===== config.mk =====
export PLATFORM = sky130hd
export DESIGN_NAME = averaging_voltmeter_display_top
export DESIGN_NICKNAME = d
export VERILOG_FILES = /design/src/rtl/avd_pkg.sv /design/src/rtl/avd_cell.sv /design/src/rtl/avd_recip.sv /design/src/rtl/avd_digits.sv /design/src/rtl/averaging_voltmeter_display_top.sv
export SDC_FILE = /design/constraint.sdc
export NUM_CORES = 1
export LEC_CHECK = 0
export BUFFER_PORTS_ARGS = -buffer_cell sky130_fd_sc_hd__buf_2
export CAP_MARGIN = 30
export CORE_MARGIN = 1.5
export CORE_UTILIZATION = 55
export DETAILED_ROUTE_END_ITERATION = 6
export PLACE_DENSITY = 0.72
export RECOVER_POWER = 100
export SETUP_SLACK_MARGIN = 0.05
export SLEW_MARGIN = 20
export SYNTH_ARGS = -nofsm -noshare
export SYNTH_HDL_FRONTEND = slang
export SYNTH_SLANG_ARGS = --single-unit

===== constraint.sdc =====
create_clock -name i_clk -period 7.5 [get_ports i_clk]
set_clock_uncertainty 0.15 [all_clocks]
set_input_delay 0.375 -clock i_clk [delete_from_list [all_inputs] [get_ports i_clk]]
set_output_delay 0.375 -clock i_clk [all_outputs]
set_load 0.02 [all_outputs]

===== src/rtl/avd_pkg.sv =====
// Package for the averaging voltmeter display: shared widths, types and codes.
// It also holds the seven-segment lookup function.
// It depends on nothing else and every module of the block uses it.
package avd_pkg;

    localparam int SAMPLE_W        = 10;
    localparam int DIGIT_W         = 4;
    localparam int SEG_W           = 7;
    localparam int CNT_W           = 8;
    localparam int HISTORY_LEN_DEF = 12;

    localparam logic [CNT_W-1:0]   INTERVAL_RST = 8'd25;
    localparam logic [DIGIT_W-1:0] DIGIT_MAX    = 4'd9;
    localparam logic [DIGIT_W-1:0] DIGIT_OVF    = 4'd10;

    typedef logic [SAMPLE_W-1:0] t_sample;
    typedef logic [DIGIT_W-1:0]  t_digit;
    typedef logic [SEG_W-1:0]    t_seg;

    // Pipeline advance controls handed from the top level to the stage modules.
    typedef struct packed {
        logic en2;
        logic en3;
        logic load4;
    } t_adv;

    // Segment patterns, bit 0 is segment a and bit 6 is segment g, active high.
    // Every code above nine shows the overflow symbol (segments a, b and f).
    function automatic t_seg seg_pattern(input t_digit d);
        t_seg s;
        case (d)
            4'd0:    s = 7'h3F;
            4'd1:    s = 7'h06;
            4'd2:    s = 7'h5B;
            4'd3:    s = 7'h4F;
            4'd4:    s = 7'h66;
            4'd5:    s = 7'h6D;
            4'd6:    s = 7'h7D;
            4'd7:    s = 7'h07;
            4'd8:    s = 7'h7F;
            4'd9:    s = 7'h6F;
            default: s = 7'h23;
        endcase
        return s;
    endfunction

endpackage


===== src/rtl/avd_cell.sv =====
// One cell of the sample history chain: it holds one sample.
// It depends on avd_pkg for the sample type.
module avd_cell (
    input  logic             i_clk,
    input  logic             i_rst_n,
    input  logic             i_shift,
    input  avd_pkg::t_sample i_din,
    output avd_pkg::t_sample o_dout
);

    avd_pkg::t_sample r_data;

    always_ff @(posedge i_clk) begin
        if (!i_rst_n) begin
            r_data <= '0;
        end else if (i_shift) begin
            r_data <= i_din;
        end
    end

    assign o_dout = r_data;

endmodule


===== src/rtl/avd_recip.sv =====
// Reciprocal multiply stage that turns the running sum into the floored mean.
// It depends on avd_pkg; the multiplier constant is fixed at elaboration.
module avd_recip #(
    parameter int HISTORY_LEN = avd_pkg::HISTORY_LEN_DEF,
    parameter int SUM_W       = avd_pkg::SAMPLE_W + $clog2(HISTORY_LEN)
) (
    input  logic               i_clk,
    input  avd_pkg::t_adv      i_adv,
    input  logic [SUM_W-1:0]   i_sum,
    input  logic               i_latch,
    output avd_pkg::t_sample   o_avg,
    output logic               o_latch
);

    // Exact floor division for every sum below 2**SUM_W: m = ceil(2**K / N).
    localparam int SHIFT_K           = SUM_W + $clog2(HISTORY_LEN);
    localparam int MULT_W            = SUM_W + 1;
    localparam int PROD_W            = SUM_W + MULT_W;
    localparam longint unsigned MULT =
        ((64'd1 << SHIFT_K) + 64'(HISTORY_LEN) - 64'd1) / 64'(HISTORY_LEN);

    logic [PROD_W-1:0] r_prod;
    logic              r_latch;

    always_ff @(posedge i_clk) begin
        if (i_adv.en2) begin
            r_prod  <= PROD_W'(i_sum) * PROD_W'(MULT_W'(MULT));
            r_latch <= i_latch;
        end
    end

    assign o_avg   = r_prod[SHIFT_K +: avd_pkg::SAMPLE_W];
    assign o_latch = r_latch;

endmodule


===== src/rtl/avd_digits.sv =====
// Decimal split of the mean, held display digits and the output registers.
// It depends on avd_pkg for widths, digit codes and the segment function.
module avd_digits (
    input  logic             i_clk,
    input  logic             i_rst_n,
    input  avd_pkg::t_adv    i_adv,
    input  avd_pkg::t_sample i_avg,
    input  logic             i_latch,
    output avd_pkg::t_sample o_average_value,
    output avd_pkg::t_digit  o_digit_hundreds,
    output avd_pkg::t_digit  o_digit_tens,
    output avd_pkg::t_digit  o_digit_ones,
    output avd_pkg::t_seg    o_segments_hundreds,
    output avd_pkg::t_seg    o_segments_tens,
    output avd_pkg::t_seg    o_segments_ones,
    output logic             o_digits_updated
);

    localparam int REST_W = 7;

    // Stage three: hundreds digit and the remainder below it.
    avd_pkg::t_sample      r_avg;
    avd_pkg::t_digit       r_hund;
    logic [REST_W-1:0]     r_rest;
    logic                  r_latch;
    avd_pkg::t_digit       n_hund;
    logic [REST_W-1:0]     n_rest;

    // Stage four: tens and ones, then the held digits.
    avd_pkg::t_digit       r_held_h;
    avd_pkg::t_digit       r_held_t;
    avd_pkg::t_digit       r_held_o;
    avd_pkg::t_digit       n_tens;
    avd_pkg::t_digit       n_ones;
    avd_pkg::t_digit       n_held_h;
    avd_pkg::t_digit       n_held_t;
    avd_pkg::t_digit       n_held_o;
    logic [REST_W-1:0]     w_ones_raw;

    always_comb begin
        n_hund = '0;
        n_rest = i_avg[REST_W-1:0];
        for (int k = 1; k <= 9; k++) begin
            if (i_avg >= avd_pkg::SAMPLE_W'(k * 100)) begin
                n_hund = avd_pkg::DIGIT_W'(k);
                n_rest = REST_W'(i_avg - avd_pkg::SAMPLE_W'(k * 100));
            end
        end
    end

    always_ff @(posedge i_clk) begin
        if (i_adv.en3) begin
            r_avg   <= i_avg;
            r_hund  <= n_hund;
            r_rest  <= n_rest;
            r_latch <= i_latch;
        end
    end

    // The remainder reaches 100 or more only for means of 1000 and above.
    always_comb begin
        n_tens     = '0;
        w_ones_raw = r_rest;
        for (int k = 1; k <= 9; k++) begin
            if (r_rest >= REST_W'(k * 10)) begin
                n_tens     = avd_pkg::DIGIT_W'(k);
                w_ones_raw = r_rest - REST_W'(k * 10);
            end
        end
        n_ones = w_ones_raw[avd_pkg::DIGIT_W-1:0];
        if (w_ones_raw > REST_W'(avd_pkg::DIGIT_MAX)) begin
            n_tens = avd_pkg::DIGIT_OVF;
            n_ones = avd_pkg::DIGIT_OVF;
        end
    end

    always_comb begin
        n_held_h = r_held_h;
        n_held_t = r_held_t;
        n_held_o = r_held_o;
        if (r_latch) begin
            n_held_h = r_hund;
            n_held_t = n_tens;
            n_held_o = n_ones;
        end
    end

    always_ff @(posedge i_clk) begin
        if (!i_rst_n) begin
            r_held_h <= '0;
            r_held_t <= '0;
            r_held_o <= '0;
        end else if (i_adv.load4) begin
            r_held_h <= n_held_h;
            r_held_t <= n_held_t;
            r_held_o <= n_held_o;
        end
    end

    always_ff @(posedge i_clk) begin
        if (i_adv.load4) begin
            o_average_value     <= r_avg;
            o_digit_hundreds    <= n_held_h;
            o_digit_tens        <= n_held_t;
            o_digit_ones        <= n_held_o;
            o_segments_hundreds <= avd_pkg::seg_pattern(n_held_h);
            o_segments_tens     <= avd_pkg::seg_pattern(n_held_t);
            o_segments_ones     <= avd_pkg::seg_pattern(n_held_o);
            o_digits_updated    <= r_latch;
        end
    end

endmodule


===== src/rtl/averaging_voltmeter_display_top.sv =====
// Top level of the averaging voltmeter display: history chain, running sum,
// update counter and pipeline control. It depends on avd_pkg, avd_cell,
// avd_recip and avd_digits.
//
//   Channel  | Valid    | Stall    | Payload
//   ---------+----------+----------+------------------------------------------
//   input    | i_valid  | o_stall  | i_sample
//   output   | o_valid  | i_stall  | o_average_value, o_digit_*, o_segments_*,
//            |          |          | o_digits_updated
//   config   | i_cfg_we | (none)   | i_cfg_wdata (update interval)
//
// One transaction is taken every cycle while o_stall is low. Each result passes
// through four register stages in order: sum, reciprocal multiply, hundreds
// split, and tens/ones split with the output register. The sum stage loads at
// the accepting edge itself.
// Reset is synchronous and active low; it clears the history, the running sum,
// the counter and the held digits, and sets the interval to 25.
// Each stage moves on when the stage after it is empty or moving, so a stall
// at the output fills the empty stages before the input is stalled.
module averaging_voltmeter_display_top #(
    parameter int HISTORY_LEN = avd_pkg::HISTORY_LEN_DEF
) (
    input  logic                         i_clk,
    input  logic                         i_rst_n,
    input  logic                         i_valid,
    output logic                         o_stall,
    input  logic [avd_pkg::SAMPLE_W-1:0] i_sample,
    input  logic                         i_cfg_we,
    input  logic [avd_pkg::CNT_W-1:0]    i_cfg_wdata,
    output logic                         o_valid,
    input  logic                         i_stall,
    output logic [avd_pkg::SAMPLE_W-1:0] o_average_value,
    output logic [avd_pkg::DIGIT_W-1:0]  o_digit_hundreds,
    output logic [avd_pkg::DIGIT_W-1:0]  o_digit_tens,
    output logic [avd_pkg::DIGIT_W-1:0]  o_digit_ones,
    output logic [avd_pkg::SEG_W-1:0]    o_segments_hundreds,
    output logic [avd_pkg::SEG_W-1:0]    o_segments_tens,
    output logic [avd_pkg::SEG_W-1:0]    o_segments_ones,
    output logic                         o_digits_updated
);

    // The sum of HISTORY_LEN ten-bit samples always fits in this width.
    localparam int SUM_W = avd_pkg::SAMPLE_W + $clog2(HISTORY_LEN);

    logic r_v1;
    logic r_v2;
    logic r_v3;
    logic r_v4;
    logic w_en1;
    logic w_en2;
    logic w_en3;
    logic w_en4;
    logic w_accept;
    avd_pkg::t_adv w_adv;

    avd_pkg::t_sample w_cell [HISTORY_LEN];

    logic [SUM_W-1:0]          r_sum;
    logic [SUM_W-1:0]          n_sum;
    logic [avd_pkg::CNT_W-1:0] r_cnt;
    logic [avd_pkg::CNT_W-1:0] n_cnt;
    logic [avd_pkg::CNT_W-1:0] r_interval;
    logic                      r_latch1;
    logic                      n_latch;

    avd_pkg::t_sample w_avg;
    logic             w_latch2;

    // Stage advance chain, from the output back to the input.
    assign w_en4    = !r_v4 || !i_stall;
    assign w_en3    = !r_v3 || w_en4;
    assign w_en2    = !r_v2 || w_en3;
    assign w_en1    = !r_v1 || w_en2;
    assign w_accept = i_valid && w_en1;
    assign o_stall  = !w_en1;
    assign o_valid  = r_v4;

    assign w_adv.en2   = w_en2;
    assign w_adv.en3   = w_en3;
    assign w_adv.load4 = w_en4 && r_v3;

    always_ff @(posedge i_clk) begin
        if (!i_rst_n) begin
            r_v1 <= 1'b0;
            r_v2 <= 1'b0;
            r_v3 <= 1'b0;
            r_v4 <= 1'b0;
        end else begin
            if (w_en1) begin
                r_v1 <= w_accept;
            end
            if (w_en2) begin
                r_v2 <= r_v1;
            end
            if (w_en3) begin
                r_v3 <= r_v2;
            end
            if (w_en4) begin
                r_v4 <= r_v3;
            end
        end
    end

    // History chain: cell 0 holds the oldest sample, the last cell the newest.
    for (genvar g = 0; g < HISTORY_LEN; g++) begin : g_hist
        if (g == HISTORY_LEN - 1) begin : g_tail
            avd_cell u_cell (
                .i_clk   (i_clk),
                .i_rst_n (i_rst_n),
                .i_shift (w_accept),
                .i_din   (i_sample),
                .o_dout  (w_cell[g])
            );
        end else begin : g_body
            avd_cell u_cell (
                .i_clk   (i_clk),
                .i_rst_n (i_rst_n),
                .i_shift (w_accept),
                .i_din   (w_cell[g+1]),
                .o_dout  (w_cell[g])
            );
        end
    end

    // The running sum drops the sample that leaves cell 0 and adds the new one.
    assign n_sum = r_sum + SUM_W'(i_sample) - SUM_W'(w_cell[0]);

    // The counter clears when it reaches the interval, which latches new digits, and
    // an interval of zero latches on every transaction.
    always_comb begin
        n_cnt   = r_cnt + 1'b1;
        n_latch = 1'b0;
        if (n_cnt >= r_interval) begin
            n_cnt   = '0;
            n_latch = 1'b1;
        end
    end

    always_ff @(posedge i_clk) begin
        if (!i_rst_n) begin
            r_sum      <= '0;
            r_cnt      <= '0;
            r_interval <= avd_pkg::INTERVAL_RST;
        end else begin
            if (w_accept) begin
                r_sum <= n_sum;
                r_cnt <= n_cnt;
            end
            if (i_cfg_we) begin
                r_interval <= i_cfg_wdata;
            end
        end
    end

    always_ff @(posedge i_clk) begin
        if (w_accept) begin
            r_latch1 <= n_latch;
        end
    end

    avd_recip #(
        .HISTORY_LEN (HISTORY_LEN),
        .SUM_W       (SUM_W)
    ) u_recip (
        .i_clk   (i_clk),
        .i_adv   (w_adv),
        .i_sum   (r_sum),
        .i_latch (r_latch1),
        .o_avg   (w_avg),
        .o_latch (w_latch2)
    );

    avd_digits u_digits (
        .i_clk               (i_clk),
        .i_rst_n             (i_rst_n),
        .i_adv               (w_adv),
        .i_avg               (w_avg),
        .i_latch             (w_latch2),
        .o_average_value     (o_average_value),
        .o_digit_hundreds    (o_digit_hundreds),
        .o_digit_tens        (o_digit_tens),
        .o_digit_ones        (o_digit_ones),
        .o_segments_hundreds (o_segments_hundreds),
        .o_segments_tens     (o_segments_tens),
        .o_segments_ones     (o_segments_ones),
        .o_digits_updated    (o_digits_updated)
    );

    // The input is only held off when the first stage still has a transaction.
    a_stall_needs_stage1: assert property (@(posedge i_clk) disable iff (!i_rst_n)
        o_stall |-> r_v1)
        else $error("input stalled with an empty first stage");

    // A transaction that latches digits leaves the counter at zero.
    a_latch_clears_count: assert property (@(posedge i_clk) disable iff (!i_rst_n)
        (w_accept && n_latch) |=> (r_cnt == '0))
        else $error("counter not cleared after a digit latch");

    // The overflow symbol always fills both lower places under a nine.
    a_overflow_shape: assert property (@(posedge i_clk) disable iff (!i_rst_n)
        (o_valid && (o_digit_tens == avd_pkg::DIGIT_OVF)) |->
            ((o_digit_ones == avd_pkg::DIGIT_OVF) &&
             (o_digit_hundreds == avd_pkg::DIGIT_MAX)))
        else $error("malformed overflow display");

    // Displayed digits stay within their codes.
    a_digit_range: assert property (@(posedge i_clk) disable iff (!i_rst_n)
        o_valid |-> ((o_digit_hundreds <= avd_pkg::DIGIT_MAX) &&
                     (o_digit_tens <= avd_pkg::DIGIT_OVF) &&
                     (o_digit_ones <= avd_pkg::DIGIT_OVF)))
        else $error("display digit out of range");

endmodule


==> metrics.log <==
[metrics] weighted congestion at the end of routability-driven global placement: slightly above 0.9
[metrics] Main synth FF type: sky130_fd_sc_hd__dfxtp_1
[metrics] number of DRC violations after detailed routing: 0
[metrics] FF-to-FF path depth: 13
[metrics] Async S/R FF share, synth: 0%
[metrics] Longest Clk Path Bufs: 3
[metrics] core region area: approximately 28000 um^2
[metrics] clock slew at the register clock pins of the worst setup and hold paths: 60 ps
[metrics] largest net degree at the start of global routing: 93
[metrics] Slew HR: -110.4%
[metrics] Register-to-Register Setup Slack: approximately 1900 ps
[metrics] Sw Pwr: 2.996 mW
[metrics] first-pass GRT wire length: between 50 and 60 mm
[metrics] post-CTS setup buffer count: 0
[metrics] share of the yosys chip area belonging to registers: a little over a third
[metrics] synthesized area divided by synthesized cell count: 9.166 um^2
[metrics] final critical path time including I/O delays and setup: ~5600 ps
[metrics] final worst-path cycle share: 74.61%
[metrics] data arrival time at the worst-slack endpoint: 5720 ps
[metrics] Worst Hold Endpoint: r_interval[6]$_SDFFE_PN0P_
[metrics] post-detailed-route wirelength per cell: 15.63 um
[metrics] residual antenna-violating net count after detailed routing: 0
[metrics] synth unique cells: 86
[metrics] hold wc startpoint: i_cfg_wdata[6]
[metrics] number of stages on the worst hold path: 3
[metrics] Final TNS setup: 0 ps
[metrics] post-placement cell count: 2081
[metrics] clock root buffer master: sky130_fd_sc_hd__clkbuf_16
[metrics] setup repair after global routing missed its margin: no
[metrics] Skew-Pair Late Insertion Delay: 550 ps
[metrics] Static Leakage: 7.278 nW
[metrics] number of antenna violations at the first check in global routing: 0
[metrics] H-tree depth reported by CTS: 1
[metrics] Layout Area Growth over Synthesis: 9.730%
[metrics] first element of the critical path: u_digits.r_rest[5]$_DFFE_PP_
[metrics] beginning of the worst register-to-register path: u_digits.r_rest[5]$_DFFE_PP_
[metrics] maxcap violations: 4
[metrics] vertical extent of the die: 171.6 um
[metrics] number of global-route vias before repair: 11472
[metrics] worst setup margin: approximately 1900 ps
[metrics] clk sink count: 242
[metrics] detailed router's first-iteration violation count: 793
[metrics] part of the power in registers: 26.1%
[metrics] highest net fanout along the worst path: 25
[metrics] Req. time, crit path: 7620 ps
[metrics] final hold slack: 12.24 ps
[metrics] highest attainable clock frequency: 178.7 MHz
[metrics] cts bufs inserted: 27
[metrics] CTS-repair resized insts: 0
[metrics] ports placed on the boundary: 69
[metrics] post-route design area: roughly 17000 um^2
[metrics] final count of pins violating max slew: 256
[metrics] cell count after synthesis: 1706
[metrics] number of nets in the synthesized netlist: 1957
[metrics] leading cell type in the layout, fill and taps excluded: sky130_fd_sc_hd__nand2_1
[metrics] Clock power frac: between 15 and 20%
[metrics] switching share of power: 42.89%
[metrics] Final Hold Viols: 0
[metrics] number of detailed-routing iterations run before antenna repair: 5
[metrics] internal power consumption: 3.990 mW
[metrics] peak supply drop: 0.2559 mV
[metrics] fill cell instance count of the final layout: ~2400
[metrics] site row count: 61
[metrics] slew of the pin with the lowest slew margin: approximately 3200 ps
[metrics] number of standard cells in the final layout excluding fillers: roughly 2200
[metrics] area of the die: 29450 um^2
[metrics] fraction of the core area covered by cells at the end of the flow: between 60% and 70%
[metrics] starting utilization of the core area: a little under three fifths
[metrics] violations in the final reports: max-capacitance violations, max-slew violations
[metrics] Syn Std Cell Area: 15640 um^2
[metrics] CTS tree: yes
[metrics] Worst Setup Slack post-DPL: 1882 ps
[metrics] #FFs+latches synth: approximately 240
[metrics] number of flops mapped to enable cells by yosys: 76
[metrics] combinational fraction of design power: 54.5%
[metrics] diodes inserted: 0
[metrics] layout cells sized above 1: 4.740%
[metrics] type of element launching the critical path: register
[metrics] detailed placement HPWL: 24.67 mm
[metrics] post-layout net count: 2003
[metrics] wirelength, routed: between 30 and 40 mm
[metrics] total power of the final layout: 6.986 mW
[metrics] Final setup violation count: 0
[metrics] overall fraction of global-route tracks in use: a little under a quarter
[metrics] type of the worst setup path: register to register
[metrics] commonest non-fill, non-tap cells in the layout: sky130_fd_sc_hd__nand2_1, sky130_fd_sc_hd__inv_1, sky130_fd_sc_hd__dfxtp_1, sky130_fd_sc_hd__ha_1, sky130_fd_sc_hd__a21boi_0
[metrics] placement-stage cell area: 16230 um^2
[metrics] Via Count: 11740
[metrics] Die Span X: 171.6 um
[metrics] run status: complete, but fails checks
[metrics] end of the worst register-to-register path: u_digits.o_segments_ones[3]$_DFFE_PP_
[metrics] Buffers on Ports: 68
[metrics] total power density per cell area: 407.1 nW/um^2
[metrics] kind of capture point of the worst setup path: register
[metrics] detailed-route vias per instance: 5.460
[metrics] class of the tightest hold or removal check: primary input to register
[metrics] yosys synthesis warning count: 0
[metrics] total congestion overflow: 0
-- worst max path at each step --
stage	endpoint	slack [ps]	cells after the start
6_report	u_digits.o_segments_ones[3]$_DFFE_PP_	1900	13
5_1_grt	r_cnt[2]$_SDFFE_PN0P_	1420	6
4_1_cts	u_recip.r_prod[23]$_DFFE_PP_	1880	20
3_5_place_dp	u_recip.r_prod[23]$_DFFE_PP_	1880	20
3_3_place_gp	u_recip.r_prod[23]$_DFFE_PP_	2000	20
2_1_floorplan	u_recip.r_prod[23]$_DFFE_PP_	2220	20
-- cell families (layout without fill, tap and decap cells) --
kind of cell / count (synthesis) / after routing / share of synthesized area (%)
AND/OR/NAND/NOR: 530 / 530 / 15.07
AO/OA/AOI/OAI: 375 / 375 / 17.42
buffers and inverters: 275 / 341 / 6.929
flip-flops: 242 / 242 / 35.85
adder cells (fa/ha/maj): 228 / 228 / 21.41
XOR/XNOR: 37 / 37 / 2.072
multiplexers: 19 / 19 / 1.256
-- flip-flops by register name (all words and copies together), names as in the netlist, 7 cells and up --
name / cells
u_digits.o_segments_hundreds: 7
g_hist.g_body.u_cell.o_dout: 110
r_sum: 14
u_recip.r_prod: 10
u_digits.o_average_value: 10
g_hist.g_tail.u_cell.o_dout: 10
u_digits.o_segments_ones: 7
u_digits.r_avg: 8
r_cnt: 8
u_digits.o_segments_tens: 7
u_digits.r_rest: 7
r_interval: 8
-- power by group through the flow --
stage          clock network (mW)  logic [mW]  registers [mW]
2_1_floorplan                   0        3.07            1.69
3_3_place_gp                    0        3.77            1.85
3_5_place_dp                    0        3.88            1.85
4_1_cts                      1.38        3.91            1.82
5_1_grt                      1.43        4.39            1.85
6_report                     1.35        3.81            1.83
-- final cells by class --
cell class / count / area (um^2) / share of cell area, %
flip-flops and latches: 242 / 5605 / 32.67
repair buffers: 94 / 539.3 / 3.143
well taps: 378 / 473.0 / 2.756
multi-input cells: 1189 / 8867 / 51.68
clock inverters: 7 / 91.34 / 0.5323
clock buffers: 42 / 838.3 / 4.886
inverters: 198 / 744.5 / 4.339
-- synth_stat cells (all sizes together) (17+ instances only) --
| master | number | area, um^2 |
|---|---|---|
| fa | 66 | 1321 |
| buf | 24 | 141.4 |
| a21boi | 133 | 998.5 |
| xnor2 | 23 | 201.4 |
| dfxtp | 166 | 3323 |
| ha | 162 | 2027 |
| nor2 | 47 | 176.4 |
| o21ai | 50 | 250.2 |
| nor3 | 20 | 105.1 |
| mux2i | 17 | 170.2 |
| inv | 196 | 735.7 |
| nand2 | 342 | 1284 |
| a21oi | 57 | 300.3 |
| clkbuf | 53 | 198.9 |
| edfxtp | 76 | 2282 |
| a21o | 22 | 165.2 |
| nand3 | 27 | 135.1 |
-- worst max-delay path: stages, from the launching register on --
cell,delay (ps)
sky130_fd_sc_hd__edfxtp_1,930
sky130_fd_sc_hd__inv_1,260
sky130_fd_sc_hd__ha_1,330
sky130_fd_sc_hd__and4bb_1,270
sky130_fd_sc_hd__a211oi_1,520
sky130_fd_sc_hd__o32ai_1,150
sky130_fd_sc_hd__o221ai_1,200
sky130_fd_sc_hd__a31oi_1,210
sky130_fd_sc_hd__or2_0,380
sky130_fd_sc_hd__o32ai_1,1080
sky130_fd_sc_hd__inv_1,230
sky130_fd_sc_hd__ha_1,360
sky130_fd_sc_hd__nand3_1,110
sky130_fd_sc_hd__o221ai_1,130
-- what timing repair did --
| action | CTS | global route |
|---|---|---|
| endpoints found under the setup margin | 0 | 0 |
| endpoints found under the hold margin | 18 | 1 |
| hold buffers | 18 | 1 |
-- metal layers --
layer	part of all wire, %	vias up	global-route usage [%]
met5	0	-	0
met4	2.3	0	6.255
met3	4.4	59	2.807
met2	48	262	40.66
met1	45	5575	30.51
li1	-	5844	-
(Power assumes the default switching activity.)
